==> config.mk <==
export PLATFORM = sky130hd
export DESIGN_NAME = iupac_column_consensus_top
export DESIGN_NICKNAME = d
export VERILOG_FILES = /design/src/design/icc_pkg.sv /design/src/design/iupac_column_consensus_top.sv /design/src/design/icc_front.sv /design/src/design/icc_queue.sv /design/src/design/icc_back.sv
export SDC_FILE = /design/constraint.sdc
export NUM_CORES = 1
export LEC_CHECK = 0
export BUFFER_PORTS_ARGS = -buffer_cell sky130_fd_sc_hd__buf_2
export CORE_MARGIN = 5
export CORE_UTILIZATION = 50
export DETAILED_ROUTE_END_ITERATION = 8
export GPL_ROUTABILITY_DRIVEN = 0
export PLACE_DENSITY = 0.74
export SYNTH_ARGS = -nofsm -noshare
export SYNTH_HDL_FRONTEND = slang
export SYNTH_SLANG_ARGS = --single-unit
==> constraint.sdc <==
create_clock -name clk -period 8.2 [get_ports clk]
set_input_delay 1.23 -clock clk [delete_from_list [all_inputs] [get_ports clk]]
set_output_delay 1.23 -clock clk [all_outputs]
set_load 0.005 [all_outputs]
==> src/design/icc_pkg.sv <==
// Shared types, constants and helper functions for the IUPAC column consensus block.
// Used by icc_front, icc_queue, icc_back, icc_checker and the top level; depends on nothing.
package icc_pkg;

  localparam int unsigned MAX_SEQUENCES = 1024;
  localparam int          NUM_ALLELES   = 5;
  localparam int          CNT_W         = $clog2(MAX_SEQUENCES + 1);
  localparam int          IDX_W         = $clog2(NUM_ALLELES + 1);
  localparam int          LFSR_W        = 32;
  localparam int          QUEUE_DEPTH   = 2;

  localparam logic [LFSR_W-1:0] LFSR_TAPS = 32'h8020_0003;

  // ASCII codes
  localparam logic [7:0] CH_A = 8'h41;
  localparam logic [7:0] CH_B = 8'h42;
  localparam logic [7:0] CH_C = 8'h43;
  localparam logic [7:0] CH_D = 8'h44;
  localparam logic [7:0] CH_G = 8'h47;
  localparam logic [7:0] CH_H = 8'h48;
  localparam logic [7:0] CH_K = 8'h4B;
  localparam logic [7:0] CH_M = 8'h4D;
  localparam logic [7:0] CH_N = 8'h4E;
  localparam logic [7:0] CH_R = 8'h52;
  localparam logic [7:0] CH_S = 8'h53;
  localparam logic [7:0] CH_T = 8'h54;
  localparam logic [7:0] CH_U = 8'h55;
  localparam logic [7:0] CH_V = 8'h56;
  localparam logic [7:0] CH_W = 8'h57;
  localparam logic [7:0] CH_Y = 8'h59;
  localparam logic [7:0] CH_LC_A = 8'h61;
  localparam logic [7:0] CH_LC_Z = 8'h7A;
  localparam logic [7:0] CASE_GAP = 8'h20;

  typedef logic [NUM_ALLELES-1:0] allele_mask_t;   // bit0 A .. bit4 U
  typedef logic [CNT_W-1:0]       count_t;
  typedef count_t [NUM_ALLELES-1:0] counts_t;

  // Alleles an IUPAC byte stands for, case folded
  function automatic allele_mask_t code_mask(input logic [7:0] b);
    logic [7:0]   u;
    allele_mask_t m;
    u = b;
    if (b >= CH_LC_A && b <= CH_LC_Z) begin
      u = b - CASE_GAP;
    end
    unique case (u)
      CH_A:    m = 5'b00001;
      CH_C:    m = 5'b00010;
      CH_G:    m = 5'b00100;
      CH_T:    m = 5'b01000;
      CH_U:    m = 5'b10000;
      CH_M:    m = 5'b00011;
      CH_R:    m = 5'b00101;
      CH_W:    m = 5'b01001;
      CH_S:    m = 5'b00110;
      CH_Y:    m = 5'b01010;
      CH_K:    m = 5'b01100;
      CH_V:    m = 5'b00111;
      CH_H:    m = 5'b01011;
      CH_D:    m = 5'b01101;
      CH_B:    m = 5'b01110;
      default: m = '0;
    endcase
    return m;
  endfunction

  function automatic logic [7:0] allele_char(input logic [IDX_W-1:0] i);
    logic [7:0] c;
    unique case (i)
      3'd0:    c = CH_A;
      3'd1:    c = CH_C;
      3'd2:    c = CH_G;
      3'd3:    c = CH_T;
      3'd4:    c = CH_U;
      default: c = CH_N;
    endcase
    return c;
  endfunction

endpackage

==> src/design/iupac_column_consensus_top.sv <==
// IUPAC column consensus, top level: front end, count queue and back end.
// Depends on icc_pkg, icc_front, icc_queue and icc_back.
//
// Usage
//   Input stream: one word per base of an alignment column, base in s_tdata,
//   s_tlast high on the column's last base. Upper and lower case IUPAC codes
//   count towards every allele they stand for (A C G T U); anything else is
//   ignored. Counts saturate at MAX_SEQUENCES.
//   Output stream: one word per column, the consensus base in m_tdata (N when
//   nothing counted) and m_tuser[0] set when the call was a random tie break.
//   cfg_we/cfg_wdata reload the tie LFSR seed; write only while the block is
//   idle. A zero seed loads 1.
// Throughput and sequencing
//   Bases are taken at one per cycle while s_tready is high. Each column end
//   takes the back end through its load, max search, tie draw (with a 32x3
//   multiply) and select states, and it takes no new column until it is back
//   at load; a two-entry count queue lets the front keep counting the next
//   column meanwhile.
// Reset and stalls
//   rst (synchronous) clears the counts, empties the queue, drops m_tvalid and
//   loads the LFSR with 1. When the receiver holds m_tready low the result word
//   stays put; s_tready falls only once the queue holds two finished columns.
module iupac_column_consensus_top (
  input  logic        clk,
  input  logic        rst,
  input  logic        cfg_we,
  input  logic [31:0] cfg_wdata,     // tie_seed
  input  logic        s_tvalid,
  output logic        s_tready,
  input  logic [7:0]  s_tdata,       // [7:0] base
  input  logic        s_tlast,       // column_end
  output logic        m_tvalid,
  input  logic        m_tready,
  output logic [7:0]  m_tdata,       // [7:0] consensus_base
  output logic [0:0]  m_tuser        // [0] was_tie
);
  import icc_pkg::*;

  logic    q_full;
  logic    q_empty;
  logic    push;
  logic    pop;
  counts_t push_counts;
  counts_t pop_counts;

  icc_front u_front (
    .clk         (clk),
    .rst         (rst),
    .s_tvalid    (s_tvalid),
    .s_tready    (s_tready),
    .s_tdata     (s_tdata),
    .s_tlast     (s_tlast),
    .q_full      (q_full),
    .push        (push),
    .push_counts (push_counts)
  );

  icc_queue u_queue (
    .clk       (clk),
    .rst       (rst),
    .push      (push),
    .push_data (push_counts),
    .full      (q_full),
    .pop       (pop),
    .pop_data  (pop_counts),
    .empty     (q_empty)
  );

  icc_back u_back (
    .clk       (clk),
    .rst       (rst),
    .cfg_we    (cfg_we),
    .cfg_wdata (cfg_wdata),
    .q_empty   (q_empty),
    .q_data    (pop_counts),
    .pop       (pop),
    .m_tvalid  (m_tvalid),
    .m_tready  (m_tready),
    .m_tdata   (m_tdata),
    .m_tuser   (m_tuser)
  );

endmodule

==> src/design/icc_front.sv <==
// Front end: takes bases, folds case, decodes IUPAC codes and keeps the running allele counts.
// Pushes a snapshot of the counts on each column end. Depends on icc_pkg.
module icc_front (
  input  logic             clk,
  input  logic             rst,
  input  logic             s_tvalid,
  output logic             s_tready,
  input  logic [7:0]       s_tdata,
  input  logic             s_tlast,
  input  logic             q_full,
  output logic             push,
  output icc_pkg::counts_t push_counts
);
  import icc_pkg::*;

  counts_t      counts;
  counts_t      counts_next;
  allele_mask_t mask;
  logic         accept;

  assign s_tready = !q_full;
  assign accept   = s_tvalid && s_tready;

  always_comb begin
    mask = code_mask(s_tdata);
    for (int i = 0; i < NUM_ALLELES; i++) begin
      if (mask[i] && counts[i] < count_t'(MAX_SEQUENCES)) begin
        counts_next[i] = counts[i] + count_t'(1);
      end else begin
        counts_next[i] = counts[i];
      end
    end
  end

  assign push        = accept && s_tlast;
  assign push_counts = counts_next;

  always_ff @(posedge clk) begin
    if (rst) begin
      counts <= '0;
    end else if (accept) begin
      counts <= s_tlast ? '0 : counts_next;
    end
  end

endmodule

==> src/design/icc_queue.sv <==
// Short queue of finished column counts between front and back end.
// Depends on icc_pkg for the entry type and depth.
module icc_queue (
  input  logic             clk,
  input  logic             rst,
  input  logic             push,
  input  icc_pkg::counts_t push_data,
  output logic             full,
  input  logic             pop,
  output icc_pkg::counts_t pop_data,
  output logic             empty
);
  import icc_pkg::*;

  localparam int PTR_W  = $clog2(QUEUE_DEPTH);
  localparam int FILL_W = $clog2(QUEUE_DEPTH + 1);

  counts_t            mem [QUEUE_DEPTH];
  logic [PTR_W-1:0]   wr_ptr;
  logic [PTR_W-1:0]   rd_ptr;
  logic [FILL_W-1:0]  fill;

  assign full     = fill == FILL_W'(QUEUE_DEPTH);
  assign empty    = fill == '0;
  assign pop_data = mem[rd_ptr];

  function automatic logic [PTR_W-1:0] wrap_inc(input logic [PTR_W-1:0] p);
    return (p == PTR_W'(QUEUE_DEPTH - 1)) ? '0 : p + PTR_W'(1);
  endfunction

  always_ff @(posedge clk) begin
    if (push) begin
      mem[wr_ptr] <= push_data;
    end
  end

  always_ff @(posedge clk) begin
    if (rst) begin
      wr_ptr <= '0;
      rd_ptr <= '0;
      fill   <= '0;
    end else begin
      if (push) begin
        wr_ptr <= wrap_inc(wr_ptr);
      end
      if (pop) begin
        rd_ptr <= wrap_inc(rd_ptr);
      end
      if (push && !pop) begin
        fill <= fill + FILL_W'(1);
      end else if (pop && !push) begin
        fill <= fill - FILL_W'(1);
      end
    end
  end

endmodule

==> src/design/icc_back.sv <==
// Back end: finds the top count, breaks ties with the LFSR and holds the result word.
// Four-state sequencer fed from icc_queue. Depends on icc_pkg.
module icc_back (
  input  logic             clk,
  input  logic             rst,
  input  logic             cfg_we,
  input  logic [31:0]      cfg_wdata,
  input  logic             q_empty,
  input  icc_pkg::counts_t q_data,
  output logic             pop,
  output logic             m_tvalid,
  input  logic             m_tready,
  output logic [7:0]       m_tdata,
  output logic [0:0]       m_tuser
);
  import icc_pkg::*;

  localparam logic [1:0] ST_IDLE = 2'd0;
  localparam logic [1:0] ST_EVAL = 2'd1;
  localparam logic [1:0] ST_PICK = 2'd2;
  localparam logic [1:0] ST_SEL  = 2'd3;
  localparam int         PROD_W  = LFSR_W + IDX_W;

  logic [1:0]        state;
  counts_t           cnt;
  allele_mask_t      tie_mask;
  logic [IDX_W-1:0]  tied;
  logic [IDX_W-1:0]  pick;
  logic              was_tie;
  logic [LFSR_W-1:0] lfsr;
  logic              out_valid;
  logic [7:0]        out_data;
  logic              out_tie;

  count_t            best;
  allele_mask_t      eq_mask;
  logic [IDX_W-1:0]  tied_n;
  logic [LFSR_W-1:0] lfsr_step;
  logic [PROD_W-1:0] product;
  logic [IDX_W-1:0]  seen;
  logic [7:0]        sel_char;
  logic              out_free;

  // max over the five counters, then the set of alleles at that max
  always_comb begin
    best = '0;
    for (int i = 0; i < NUM_ALLELES; i++) begin
      if (cnt[i] > best) begin
        best = cnt[i];
      end
    end
    for (int i = 0; i < NUM_ALLELES; i++) begin
      eq_mask[i] = (cnt[i] == best) && (best != '0);
    end
    tied_n = IDX_W'($countones(eq_mask));
  end

  assign lfsr_step = {1'b0, lfsr[LFSR_W-1:1]} ^ (lfsr[0] ? LFSR_TAPS : '0);
  assign product   = PROD_W'(lfsr_step) * PROD_W'(tied);

  // pick-th set bit of the tie mask, in allele order
  always_comb begin
    sel_char = CH_N;
    seen     = '0;
    for (int i = 0; i < NUM_ALLELES; i++) begin
      if (tie_mask[i]) begin
        if (seen == pick) begin
          sel_char = allele_char(IDX_W'(i));
        end
        seen = seen + IDX_W'(1);
      end
    end
  end

  assign out_free = !out_valid || m_tready;
  assign pop      = (state == ST_IDLE) && !q_empty;
  assign m_tvalid = out_valid;
  assign m_tdata  = out_data;
  assign m_tuser  = out_tie;

  always_ff @(posedge clk) begin
    if (rst) begin
      state     <= ST_IDLE;
      lfsr      <= LFSR_W'(1);
      out_valid <= 1'b0;
    end else begin
      unique case (state)
        ST_IDLE: begin
          if (!q_empty) begin
            state <= ST_EVAL;
          end
        end
        ST_EVAL: begin
          state <= ST_PICK;
        end
        ST_PICK: begin
          state <= ST_SEL;
        end
        ST_SEL: begin
          if (out_free) begin
            state <= ST_IDLE;
          end
        end
        default: state <= ST_IDLE;
      endcase
      // a new word replaces the one taken in the same cycle
      if ((state == ST_SEL) && out_free) begin
        out_valid <= 1'b1;
      end else if (m_tready) begin
        out_valid <= 1'b0;
      end
      // seed reload; zero seed would lock the LFSR
      if (cfg_we) begin
        lfsr <= (cfg_wdata != '0) ? cfg_wdata : LFSR_W'(1);
      end else if ((state == ST_PICK) && (tied > IDX_W'(1))) begin
        lfsr <= lfsr_step;
      end
    end
  end

  // datapath registers
  always_ff @(posedge clk) begin
    unique case (state)
      ST_IDLE: begin
        if (!q_empty) begin
          cnt <= q_data;
        end
      end
      ST_EVAL: begin
        tie_mask <= eq_mask;
        tied     <= tied_n;
      end
      ST_PICK: begin
        if (tied > IDX_W'(1)) begin
          pick    <= product[PROD_W-1:LFSR_W];
          was_tie <= 1'b1;
        end else begin
          pick    <= '0;
          was_tie <= 1'b0;
        end
      end
      ST_SEL: begin
        if (out_free) begin
          out_data <= sel_char;
          out_tie  <= was_tie;
        end
      end
      default: ;
    endcase
  end

endmodule

Yosys cells after proc, flatten, opt, wreduce, memory -nomap -nowiden
Memories as Yosys holds them, arrays and structs flattened. A register that Yosys moved wholly into a read port is not among the register bits.
Index checks and enable logic that the tools add are counted.
{"block": "classes", "addsub": 17, "muxes": 43, "shifts": 0, "div_mod_pow": 0, "eq_ne": 30, "multipliers": 1, "reduce_logical": 35, "bitwise_logic": 2, "magnitude_cmp": 13}
{"cell": "two-way mux 32 bit", "n": 4}
{"cell": "equality test 8 x 7 -> 1 bit (second input constant)", "n": 15}
{"cell": "two-way mux 11 bit", "n": 10}
{"cell": "two-way mux 8 bit", "n": 10}
{"cell": "one-hot mux 5 bit (15 select lines)", "n": 1}
{"cell": "adder 11 x 1 -> 11 bit (second input constant)", "n": 5}
{"cell": "equality test 11 bit", "n": 5}
{"cell": "less-than comparator 11 bit (second input constant)", "n": 5}
{"cell": "two-way mux 55 bit", "n": 1}
{"cell": "> comparator 11 bit", "n": 4}
{"cell": "multiplier 32 x 3 -> 35 bit", "n": 1}
{"cell": "nonzero test 32 bit", "n": 1}
{"cell": "bitwise XOR 31 x 32 -> 32 bit", "n": 1}
{"cell": "logical AND 1 bit", "n": 18}
{"cell": "> comparator 11 x 1 -> 1 bit (second input constant)", "n": 1}
{"cell": "nonzero test 11 bit", "n": 1}
{"cell": "equality test 3 bit", "n": 3}
{"cell": "two-way mux 3 bit", "n": 3}
{"cell": "greater-or-equal comparator 8 x 7 -> 1 bit (second input constant)", "n": 1}
{"cell": "<= comparator 8 x 7 -> 1 bit (second input constant)", "n": 1}
{"cell": "two-way mux 1 bit", "n": 8}
{"cell": "two-way mux 2 bit", "n": 4}
{"cell": "one-hot mux 2 bit (4 select lines)", "n": 1}
{"cell": "subtractor 8 x 6 -> 8 bit (second input constant)", "n": 1}
{"cell": "other kinds (22)", "n": 36}
{"block": "word_totals", "out_inout_bits": 11, "mem_bits_ro": 0, "ram_bits": 110, "memories": 1, "ff_bits": 115, "inputBits": 46, "word_cells": 159, "latchBits": 0}
{"name": "u_queue.mem", "words": 2, "word_bits": 55, "read_ports": 1, "rd_clocked_by_memory_dff": 1, "wr": 1, "line_no": "icc_queue.sv:18", "text": "counts_t mem [QUEUE_DEPTH];"}

Longest topological paths before layout
Gate-level depths: netlist of run 1.
{"block": "logic_depth", "word_depth": 15, "mapped_depth": 41, "ltp_nobuf": 37}

Hierarchy
A second synthesis of run 1 with hierarchy kept.
{"block": "hier_totals", "cells_unflattened": 1711, "area_unflattened_um2": 17240.3}
{"mod": "icc_back", "seq_area_each_um2": 2892.8, "cells_each": 1001, "area_each_um2": 9049.9, "instances": 1}
{"mod": "icc_queue", "seq_area_each_um2": 3403.3, "cells_each": 193, "area_each_um2": 4194.0, "instances": 1}
{"mod": "icc_front", "seq_area_each_um2": 1101.1, "cells_each": 517, "area_each_um2": 3996.3, "instances": 1}

Worst setup path after synthesis of run 1
No wires, ideal clock.
{"block": "synth_timing", "path_kind": "register to register", "start": "reg u_back.cnt[15] in the netlist's numbering", "end": "reg u_back.tied[1], data pin", "stages_incl_launch_ff": 39, "period_less_slack_ns": 8.852, "required_time_ns": 7.950, "n_path_buf": 4, "setup_ns": 0.250, "t_arrival_ns": 8.602, "slack_ns": -0.652, "path_cell_list": "edfxtp_1 > ha_1 > a21oi_1 > o21ai_2 > a2111o_1 > buf_6 > a21oi_1 > a21oi_1 > ha_1 > nand4_1 > a211o_1 > o2111a_1 > nor2_1 > a211oi_2 > or2_2 > ha_1 > nand4_1 > nor3_1 > (+3 left out) > nand2_1 > and2_1 > ha_1 > and3_1 > o21a_1 > o31a_1 > o21ai_2 > buf_2 > a31oi_1 > nor4_1 > and3_1 > buf_2 > and4b_1 > ha_1 > inv_1 > fa_1 > fa_1 > inv_1"}
{"block": "synth_via", "elab_chain_cells": 13, "elab_cells_between_ends": 23, "cone_classes": "add/sub (4); order compare (4); eq/ne (5); mux (4); reduce/logical (6)"}
{"element": "start, declared", "line_no": "icc_back.sv:25", "text": "counts_t cnt;"}
{"element": "start signal, assigned", "line_no": "icc_back.sv:126", "text": "cnt <= q_data;"}
{"element": "> comparator 11 bit", "line_no": "icc_back.sv:48", "text": "if (cnt[i] > best) begin"}
{"element": "two-way mux 11 bit (*)", "line_no": "icc_back.sv:48"}
{"element": "> comparator 11 bit", "line_no": "icc_back.sv:48"}
{"element": "two-way mux 11 bit (*)", "line_no": "icc_back.sv:48"}
{"element": "> comparator 11 bit", "line_no": "icc_back.sv:48"}
{"element": "two-way mux 11 bit (*)", "line_no": "icc_back.sv:48"}
{"element": "> comparator 11 bit", "line_no": "icc_back.sv:48"}
{"element": "two-way mux 11 bit (*)", "line_no": "icc_back.sv:48"}
{"element": "equality test 11 bit / nonzero test 11 bit (equally long branches)", "line_no": "icc_back.sv:53", "text": "eq_mask[i] = (cnt[i] == best) && (best != '0);"}
{"element": "logical AND 1 bit (*)", "line_no": "icc_back.sv:53"}
{"element": "named net u_back.eq_mask[2]", "line_no": "icc_back.sv:36", "text": "allele_mask_t eq_mask;"}
{"element": "adder 1 x 1 -> 2 bit (not written as such) (*)", "line_no": "icc_back.sv:55", "text": "tied_n = IDX_W'($countones(eq_mask));"}
{"element": "adder 3 bit (not written as such) (*)", "line_no": "icc_back.sv:55"}
{"element": "adder 3 x 1 -> 3 bit (not written as such) (*)", "line_no": "icc_back.sv:55"}
{"element": "named net u_back.tied_n[1]", "line_no": "icc_back.sv:37", "text": "logic [IDX_W-1:0] tied_n;"}
{"element": "end signal, assigned", "line_no": "icc_back.sv:131", "text": "tied <= tied_n;"}
{"element": "end, declared", "line_no": "icc_back.sv:27", "text": "logic [IDX_W-1:0] tied;"}
The timed path passes the listed nets; every way through them passes the cells marked *.
A chain may end at the register's enable or synchronous reset.

Worst setup path after layout of run 1
{"block": "layout_timing", "start": "reg u_back.cnt[6] in the netlist's numbering", "end": "reg u_back.tied[1], data pin"}
{"block": "layout_via", "elab_chain_cells": 15, "elab_cells_between_ends": 25, "cone_classes": "add/sub (4); order compare (5); eq/ne (5); mux (5); reduce/logical (6)"}
{"element": "> comparator 11 x 1 -> 1 bit", "line_no": "icc_back.sv:48"}
{"element": "two-way mux 11 bit (*)", "line_no": "icc_back.sv:48"}
{"element": "> comparator 11 bit", "line_no": "icc_back.sv:48"}
{"element": "two-way mux 11 bit (*)", "line_no": "icc_back.sv:48"}
{"element": "> comparator 11 bit", "line_no": "icc_back.sv:48"}
{"element": "two-way mux 11 bit (*)", "line_no": "icc_back.sv:48"}
{"element": "> comparator 11 bit", "line_no": "icc_back.sv:48"}
{"element": "two-way mux 11 bit (*)", "line_no": "icc_back.sv:48"}
{"element": "> comparator 11 bit", "line_no": "icc_back.sv:48"}
{"element": "two-way mux 11 bit (*)", "line_no": "icc_back.sv:48"}
{"element": "equality test 11 bit / nonzero test 11 bit (equally long branches)", "line_no": "icc_back.sv:53"}
{"element": "logical AND 1 bit (*)", "line_no": "icc_back.sv:53"}
{"element": "named net u_back.eq_mask[2]", "line_no": "icc_back.sv:36"}
{"element": "adder 1 x 1 -> 2 bit (not written as such) (*)", "line_no": "icc_back.sv:55"}
{"element": "adder 3 bit (not written as such) (*)", "line_no": "icc_back.sv:55"}
{"element": "adder 3 x 1 -> 3 bit (not written as such) (*)", "line_no": "icc_back.sv:55"}
{"element": "named net u_back.tied_n[1]", "line_no": "icc_back.sv:37"}
Marks and branches as above.

==> impl_metrics.toml, run 1 <==
[logic_synthesis]
synth_top_area_cell = "edfxtp_1"
ys_ff_latch = 277
synth_top_area_share_pct = 33.38
synthFlopType = "edfxtp_1"
ys_top_cells_by_area = "edfxtp_1 (33%), dfxtp_1 (11%), ha_1 (7.1%), nor2_1 (4.3%), mux2_2 (4.1%)"
ys_warn_count = 0
syn_area_um2 = 16460
synthCells = 1624
ys_seq_area_share_pct = 44.81
synth_edf_count = 183
ys_async_sr_fraction_pct = 0
yosys.cell_types.count = 82
avgSynthCellArea_um2 = 10.14

[global_route]
grt_antenna_before_repair = 0
grt_max_degree = 91
grt-ovfl-total = 0
grt_pass1_vias = 12320
grt_use_total_pct = 21.46
grt_pass1_wl_mm = 63.94

[sta]
worstMarginPinSlew_ns = 1.216
rsz0062_at_grt = "yes"
finalCriticalPeriod_ns = 8.665
period_share_pct = 105.7
setup-violations-final = 3
hold_ws_ns = 0.4200
finClkSkew_ns = 0.01841
hold_viol_final = 0
clock.fmax_mhz = 115.4
slew_violations = 0
fin_ws_ns = -0.4651
slew-limit-headroom_pct = 18.93

[power_and_ir_drop]
power.share.switching_pct = 41.99
power.switching_mw = 4.136
intPower_mw = 5.715
seqPwrFrac_pct = 19.5
p_per_area_nw_per_um2 = 504.6
vdd_ir_drop_max_mv = 0.4792
clkPwrFrac_pct = 11.7
power_frac_comb_pct = 68.8
p_leak_nw = 8.134

[worst_setup_path]
cpMostUsedCell = "ha_1"
arrival_ns = 8.96
cp_max_fo = 6
crit_required_ns = 8.49
cp-end-kind = "flop"
crit_type = "reg2reg"
crit_slowest_cell = "fa_1"
critPathMaxStageDelay_ns = 0.50
worst_setup_path_start_kind = "flop"

[cells_and_area]
syn_to_final_growth_pct = 18.57
diodes = 0
nNetsFinal = 1966
drive_gt1_share_pct = 23.04
utilization_pct = 60.00

[cts]
cts_tree = "done"
cts_buffer_depth = 3
clkLatencyLatePin_ns = 0.53
cts_inserted_buffers = 27
htree_levels = 1
cts_root_buffer = "clkbuf_16"
cts.clk_slew.worst_paths_ns = 0.06
numClockSinks = 277

[outcome]
status = "finished with violations"
violations = "negative setup slack"

[place]
place_hpwl_mm = 28.35
io_buffers = 53

[floorplan]
io_pins = 57
die_w_um = 191.5
die_y_um = 191.5
die_area_um2 = 36660
core_um2 = 32540
rows = 66
initial_core_util_pct = 50.60

[detailed_routing]
firstDrtPassIters = 5
via_per_inst = 5.673
routed_wl_mm = 39.88
num_vias = 12800
drc_errors = 0
drt_iter0_drc = 1194
avgRoutedWirePerCell_um = 17.68
postRouteAntennaNets = 0

[run]
drv_cap = 0

[min_path]
hold_path_class = "reg2reg"
## flip-flops by register name, summed over array words and instances, names as in the netlist
| name | flops |
|---|---|
| u_back.m_tvalid | 1 |
| u_back.m_tdata | 5 |
| u_back.lfsr | 32 |
| u_back.pick | 3 |
| u_queue.mem | 110 |
| u_queue.fill | 2 |
| u_back.tie_mask | 5 |
| u_front.counts | 55 |
| u_back.tied | 3 |
| u_back.state | 2 |
| u_queue.rd_ptr | 1 |
| u_queue.wr_ptr | 1 |
| u_back.was_tie | 1 |
| u_back.m_tuser | 1 |
| u_back.cnt | 55 |
## power by group through the flow
stage / clock network [mW] / registers [mW] / logic, mW
2_1_floorplan: 0 / 1.87 / 3.93
3_3_place_gp: 0 / 1.93 / 6.03
3_5_place_dp: 0 / 1.94 / 6.17
4_1_cts: 1.16 / 1.91 / 6.47
5_1_grt: 1.23 / 1.93 / 7.29
6_report: 1.15 / 1.92 / 6.78
## what timing repair did
item                                    in CTS  in global routing
endpoints found under the setup margin       3                  3
pin swaps                                   13                 13
cloned                                       2                  0
resized for setup                           28                 11
setup buffers                                6                 13
hold buffers                                 0                  0
## cell type report
class / count / area (um2)
Fill cell: 2595 / 13010
Sequential cell: 277 / 7378
Clock buffer: 34 / 721.9
Inverter: 114 / 427.9
Timing Repair Buffer: 211 / 1491
Multi-Input combinational cell: 1164 / 8857
Clock inverter: 14 / 92.59
Tap cell: 442 / 553.0
## per-stage QoR
stage	power, mW	setup TNS [ns]	std cells	instance area, um2	setup WS, ns
finish	9.850	-0.9369	2256	19520	-0.4651
global placement	7.960	-1.078	2187	18380	-0.5036
global route	10.45	-2.039	2256	19520	-0.8357
floorplan	5.803	-0.1289	1625	16840	-0.1289
detailed placement	8.107	-1.796	2187	18380	-0.7457
CTS	9.541	-0.3885	2243	19380	-0.2689
## worst paths after layout
check | endpoint | startpoint | slack, ns | cells past startpoint
hold reg to reg | u_back.m_tuser | u_back.was_tie | 0.42 | 0
setup reg to reg | u_back.tied[1] | u_back.cnt[6] | -0.47 | 37
hold / removal | u_back.m_tuser | u_back.was_tie | 0.42 | 0
setup / recovery | u_back.tied[1] | u_back.cnt[6] | -0.47 | 37
## worst max-delay path, delay by kind of cell (launching register included)
kind / cells / cell delay [ns]
compound gates: 16 / 3.14
buf+inv: 5 / 0.52
mux: 1 / 0.31
simple gates: 8 / 1.87
flops: 1 / 0.42
fa+ha+maj: 7 / 2.15
## per-layer routing
| metal | track usage, % | wire length (um) | vias to the layer above |
|---|---|---|---|
| met5 | 0 | 0 | - |
| met4 | 5.359 | 1001 | 0 |
| met3 | 2.447 | 2312 | 91 |
| met2 | 35.80 | 18870 | 432 |
| met1 | 30.10 | 17700 | 6134 |
| li1 | - | - | 6142 |
## logic make-up after synthesis
family,Yosys count,share of synthesized area [%]
compound gates,315,12.97
mux,95,6.232
flops,277,44.81
xor+xnor,114,6.064
other cells,2,0.04561
fa+ha+maj,126,11.02
simple gates,509,14.40
buf+inv,186,4.461
## cell usage in the layout, fill, tap and decap left out, drive strengths merged, types with 32 or more instances in the layout
master,Yosys,routed
fa,32,32
mux2i,35,35
inv,114,118
o21ai,51,51
dfxtp,94,94
nand2,147,147
mux2,60,60
a21oi,114,114
nor2,189,190
ha,93,93
clkbuf,46,34
a22oi,35,35
edfxtp,183,183
xor2,44,44
xnor2,70,70
buf,26,211
## Yosys cell counts (all sizes together) (19+ instances only)
master  number
ha          93
a21oi      114
a22oi       35
edfxtp     183
fa          32
clkbuf      46
dfxtp       94
mux2i       35
inv        114
nand3       23
nor2       189
nand2      147
buf         26
mux2        60
o21ai       51
xor2        44
xnor2       70
nor4        19
nor3        19
nand4       27
Power figures use the tool's default switching activity.
==> run 2: changes to the inputs <==
--- a/config.mk
+++ b/config.mk
@@ -10,7 +10,7 @@
 export CORE_UTILIZATION = 50
 export DETAILED_ROUTE_END_ITERATION = 8
 export GPL_ROUTABILITY_DRIVEN = 0
-export PLACE_DENSITY = 0.74
+export PLACE_DENSITY = 0.66
 export SYNTH_ARGS = -nofsm -noshare
 export SYNTH_HDL_FRONTEND = slang
 export SYNTH_SLANG_ARGS = --single-unit
==> run 2 against run 1 <==
Effect of this change:
- the flow still finishes with violations (negative setup slack)
- register-to-register slack got worse by 0.06 ns
- utilization grew 1.3 points
- final area grew 2.2%
- count of clock-buffer cells in the layout grew 3
- final cell count up 1.2%
- setup slack worse by 0.059 ns
- global-route usage up 0.46 points
- clock skew shrank 0.0087 ns
- routed wire length is 0.32% higher
- die area is the same
- first-iteration DRC count is 23% lower
==> impl_metrics.toml, run 2 (same netlist as run 1, synthesis figures left out) <==
[cts]
cts.clk_slew.worst_paths_ns = 0.06
cts_buffer_depth = 3
cts_root_buffer = "clkbuf_16"
cts_inserted_buffers = 29
numClockSinks = 277
htree_levels = 1
cts_tree = "done"
clkLatencyLatePin_ns = 0.54

[worst_setup_path]
cpMostUsedCell = "buf_6"
cp_max_fo = 7
cp-endpoint = "u_back.tied[1]"
crit_type = "reg2reg"
r2r_slack_ns = -0.52
reg2regPathDepth = 39
crit_required_ns = 8.51
r2r-start = "u_back.cnt[12]"
rr_endpoint = "u_back.tied[1]"
crit_start = "u_back.cnt[12]"
crit_slowest_cell = "a2111o_1"
worst_setup_path_start_kind = "flop"
critPathMaxStageDelay_ns = 0.52
cp-end-kind = "flop"
arrival_ns = 9.03

[floorplan]
die_y_um = 191.5
die_w_um = 191.5
rows = 66
initial_core_util_pct = 50.60
io_pins = 57
die_area_um2 = 36660
core_um2 = 32540

[cells_and_area]
nNetsFinal = 1988
reg.largest.list = "u_queue.mem (110), u_back.cnt (55), u_front.counts (55)"
syn_to_final_growth_pct = 21.22
seq_area_um2 = 7378
diodes = 0
mostFrequentLayoutCells = "edfxtp_1 (183), nor2_1 (179), buf_4 (164)"
layout_commonest_cell = "edfxtp_1"
top_register = "u_queue.mem"
multi_input_area_um2 = 8991
stdcell_count = 2282
drive_gt1_share_pct = 25.27
largest_reg_flops = 110
nFillCells = 2703

[outcome]
status = "finished with violations"
violations = "negative setup slack"

[global_route]
grt_use_total_pct = 21.92
grt_max_degree = 91
grt_pass1_wl_mm = 64.96
grt-ovfl-total = 0
grt_antenna_before_repair = 0
grt_pass1_vias = 12410

[sta]
finalCriticalPeriod_ns = 8.724
hold_viol_final = 0
rsz0062_at_grt = "yes"
slew-limit-headroom_pct = 30.95
finClkSkew_ns = 0.009717
worstMarginPinSlew_ns = 1.032
clock.fmax_mhz = 114.6
setup-violations-final = 3
final.setup.tns_ns = -0.9461
fin_ws_ns = -0.5239
period_share_pct = 106.4
slew_violations = 0

[detailed_routing]
firstDrtPassIters = 5
routed_wl_mm = 40.01
num_vias = 12670
drt_iter0_drc = 925
postRouteAntennaNets = 0
via_per_inst = 5.553
drc_errors = 0
avgRoutedWirePerCell_um = 17.53

[place]
dp_cells = 2194
place_hpwl_mm = 28.02
io_buffers = 53

[min_path]
hold_path_class = "reg2reg"

[run]
drv_cap = 0
[run 2: cell types whose count changed in the layout (fill, tap and decap cells not counted), sizes merged]
cell	before	now
or2	7	6
bufinv	0	2
clkinvlp	2	4
buf	211	232
clkbuf	34	37
inv	118	117
[run 2: worst min path at each step]
stage | startpoint | endpoint | slack (ns) | depth (start not counted)
finish | u_back.was_tie | u_back.m_tuser | 0.42 | 0
global route | u_back.was_tie | u_back.m_tuser | 0.43 | 0
CTS | u_back.was_tie | u_back.m_tuser | 0.42 | 0
detailed placement | u_back.was_tie | u_back.m_tuser | 0.40 | 0
global placement | u_back.was_tie | u_back.m_tuser | 0.40 | 0
floorplan | u_back.was_tie | u_back.m_tuser | 0.40 | 0
[run 2: repair_timing]
| action | CTS | global route |
|---|---|---|
| gates resized for setup | 44 | 33 |
| endpoints found under the setup margin | 3 | 3 |
| gates cloned | 1 | 0 |
| hold buffers | 0 | 0 |
| buffers inserted | 23 | 11 |
| pin swaps | 24 | 18 |
[run 2: final cells by class]
cell class | instances | area share (%)
clock buffers | 37 | 3.887
repair buffers | 232 | 8.388
clock inverters | 17 | 0.7961
multi-input cells | 1163 | 45.05
inverters | 114 | 2.144
flip-flops and latches | 277 | 36.97
well taps | 442 | 2.771
[run 2: metrics by stage]
step	setup WS (ns)	util, %	area [um2]	hold WS, ns
final	-0.5239	61.34	19960	0.4157
after global placement	-0.4856	56.61	18420	0.4038
after global routing	-0.8401	61.34	19960	0.4266
after detailed placement	-0.7064	56.61	18420	0.4045
after floorplan	-0.1289	-	16840	0.4003
after CTS	-0.3154	60.58	19710	0.4162
[run 2: worst max-delay path, delay by kind of cell, from the launching register on]
kind | cells | cell delay [ns]
adder cells (fa/ha/maj) | 7 | 2.20
AND/OR/NAND/NOR | 9 | 1.58
flip-flops | 1 | 0.43
AO/OA/AOI/OAI | 14 | 3.00
multiplexers | 1 | 0.24
buffers and inverters | 8 | 0.99
[run 2: per-layer routing]
layer	vias up	track usage (%)	part of all wire (%)
met1	6102	32.65	48
li1	6178	-	-
met4	0	6.326	2.7
met5	-	0	0
met2	303	34.00	45
met3	88	2.392	4.5
Power of run 2 is not shown: default switching activity piles up to over one toggle a cycle in this logic, so the estimate is an artifact.
==> run 3: changes to the inputs <==
--- a/config.mk
+++ b/config.mk
@@ -6,11 +6,14 @@
 export NUM_CORES = 1
 export LEC_CHECK = 0
 export BUFFER_PORTS_ARGS = -buffer_cell sky130_fd_sc_hd__buf_2
+export CELL_PAD_IN_SITES_DETAIL_PLACEMENT = 1
+export CELL_PAD_IN_SITES_GLOBAL_PLACEMENT = 1
 export CORE_MARGIN = 5
-export CORE_UTILIZATION = 50
+export CORE_UTILIZATION = 45
 export DETAILED_ROUTE_END_ITERATION = 8
 export GPL_ROUTABILITY_DRIVEN = 0
-export PLACE_DENSITY = 0.66
+export PLACE_DENSITY = 0.74
+export SKIP_LAST_GASP = 1
 export SYNTH_ARGS = -nofsm -noshare
 export SYNTH_HDL_FRONTEND = slang
 export SYNTH_SLANG_ARGS = --single-unit
==> run 3 against run 2 <==
Effect of this change:
- the run still ends with negative setup slack left
- sequential cell count unchanged
- die area up 11%
- routed wire length up 28%
- final area up 2.8%
- critical path depth up 2
- sequential share of layout area down 1.0 points
- critical path type unchanged
- critical endpoint unchanged
==> impl_metrics.toml, run 3 (same netlist as run 1, synthesis figures left out) <==
[min_path]
hold_path_class = "reg2reg"
min_from = "u_back.was_tie"
hold_end = "u_back.m_tuser"
whs_path_depth = 0

[worst_setup_path]
rr_endpoint = "u_back.tied[1]"
reg2regPathDepth = 41
r2r-start = "u_back.cnt[4]"
crit_required_ns = 8.52
r2r_slack_ns = -1.17
critPathMaxStageDelay_ns = 0.54
cp_max_fo = 6
cp-end-kind = "flop"
arrival_ns = 9.68
crit_slowest_cell = "fa_2"
worst_setup_path_start_kind = "flop"
crit_type = "reg2reg"
cpMostUsedCell = "buf_4"

[floorplan]
die_area_um2 = 40510
die_w_um = 201.3
io_pins = 57
rows = 70
initial_core_util_pct = 45.30
core_um2 = 36350
die_y_um = 201.3

[sta]
fin_ws_ns = -1.167
finClkSkew_ns = 0.01321
finalCriticalPeriod_ns = 9.367
setup-violations-final = 4
rsz0062_at_grt = "yes"
clock.fmax_mhz = 106.8
hold_ws_ns = 0.4807
slew-limit-headroom_pct = 28.80
period_share_pct = 114.2
slew_violations = 0
worstMarginPinSlew_ns = 1.064
hold_viol_final = 0

[detailed_routing]
drt_iter0_drc = 837
routed_wl_mm = 51.36
avgRoutedWirePerCell_um = 22.02
firstDrtPassIters = 5
num_vias = 13470
drc_errors = 0
via_per_inst = 5.775
postRouteAntennaNets = 0

[cts]
numClockSinks = 277
cts_buffer_depth = 3
cts_tree = "done"
clkLatencyLatePin_ns = 0.57
htree_levels = 1
cts_inserted_buffers = 29
cts.clk_slew.worst_paths_ns = 0.06
cts_root_buffer = "clkbuf_16"

[place]
io_buffers = 53
place_hpwl_mm = 33.02

[cells_and_area]
nNetsFinal = 2013
seq_area_um2 = 7378
reg.largest.list = "u_queue.mem (110), u_back.cnt (55), u_front.counts (55)"
top_register = "u_queue.mem"
nFillCells = 3919
diodes = 0
drive_gt1_share_pct = 27.24
largest_reg_flops = 110
multi_input_area_um2 = 9143
layout_commonest_cell = "buf_4"
mostFrequentLayoutCells = "buf_4 (184), edfxtp_1 (183), nor2_1 (179)"
syn_to_final_growth_pct = 24.66

[global_route]
grt_antenna_before_repair = 0
grt_pass1_wl_mm = 77.45
grt_max_degree = 64
grt_pass1_vias = 14160
grt_use_total_pct = 23.54
grt-ovfl-total = 0

[outcome]
violations = "negative setup slack"
status = "finished with violations"

[run]
drv_cap = 0
==> run 3: changes by cell type in the layout (fill, tap and decap cells not counted), sizes merged <==
cell | previous run | this run
inv | 117 | 116
buf | 232 | 257
clkbuf | 37 | 31
bufinv | 2 | 8
clkinvlp | 4 | 5
==> run 3: final cells by class <==
type | instances | area share (%)
clock buffer | 31 | 3.572
clock inverter | 23 | 1.689
timing repair buffer | 257 | 9.309
sequential | 277 | 35.95
multi-input combinational | 1163 | 44.54
tap | 468 | 2.853
inverter | 114 | 2.085
==> run 3: worst max path at each step <==
stage | start | end | slack (ns) | cells past startpoint
after global placement | u_back.cnt[2] | u_back.tied[1] | -0.49 | 39
final | u_back.cnt[4] | u_back.tied[1] | -1.17 | 41
after floorplan | u_back.cnt[15] | u_back.tied[1] | -0.13 | 39
after detailed placement | u_back.cnt[1] | u_back.tied[1] | -0.83 | 39
after CTS | u_back.cnt[21] | u_back.tied[1] | -0.58 | 42
after global routing | u_back.cnt[6] | u_back.tied[1] | -1.40 | 41
==> run 3: what timing repair did <==
action,in CTS,in global routing
setup buffers,36,24
pin swaps,51,47
gates cloned,2,0
gates resized for setup,62,44
hold buffers,0,0
endpoints found under the setup margin,3,7
==> run 3: per-layer routing <==
metal | track usage (%) | share of wire, % | up-vias
met1 | 30.91 | 43 | 6727
met5 | 0 | 0 | -
met4 | 6.934 | 3.5 | 0
met3 | 3.852 | 4.8 | 142
met2 | 40.33 | 48 | 381
li1 | - | - | 6223
==> run 3: worst max-delay path, delay by kind of cell (launching register included) <==
family          cells  cell delay [ns]
fa+ha+maj           7             2.35
flops               1             0.42
buf+inv            10             1.30
compound gates     15             3.23
simple gates        8             1.54
xor+xnor            1             0.26
==> run 3: per-stage QoR <==
step	util (%)	cells	setup TNS (ns)	worst slack (ns)	cell area (um2)
floorplan	-	1625	-0.1289	-0.1289	16840
global placement	50.80	2220	-0.9352	-0.4889	18460
detailed placement	50.80	2220	-1.987	-0.8306	18460
CTS	55.34	2311	-1.142	-0.5766	20110
global route	56.47	2333	-4.268	-1.401	20520
finish	56.47	2333	-2.898	-1.167	20520
Power of run 3 is left out for the same reason.
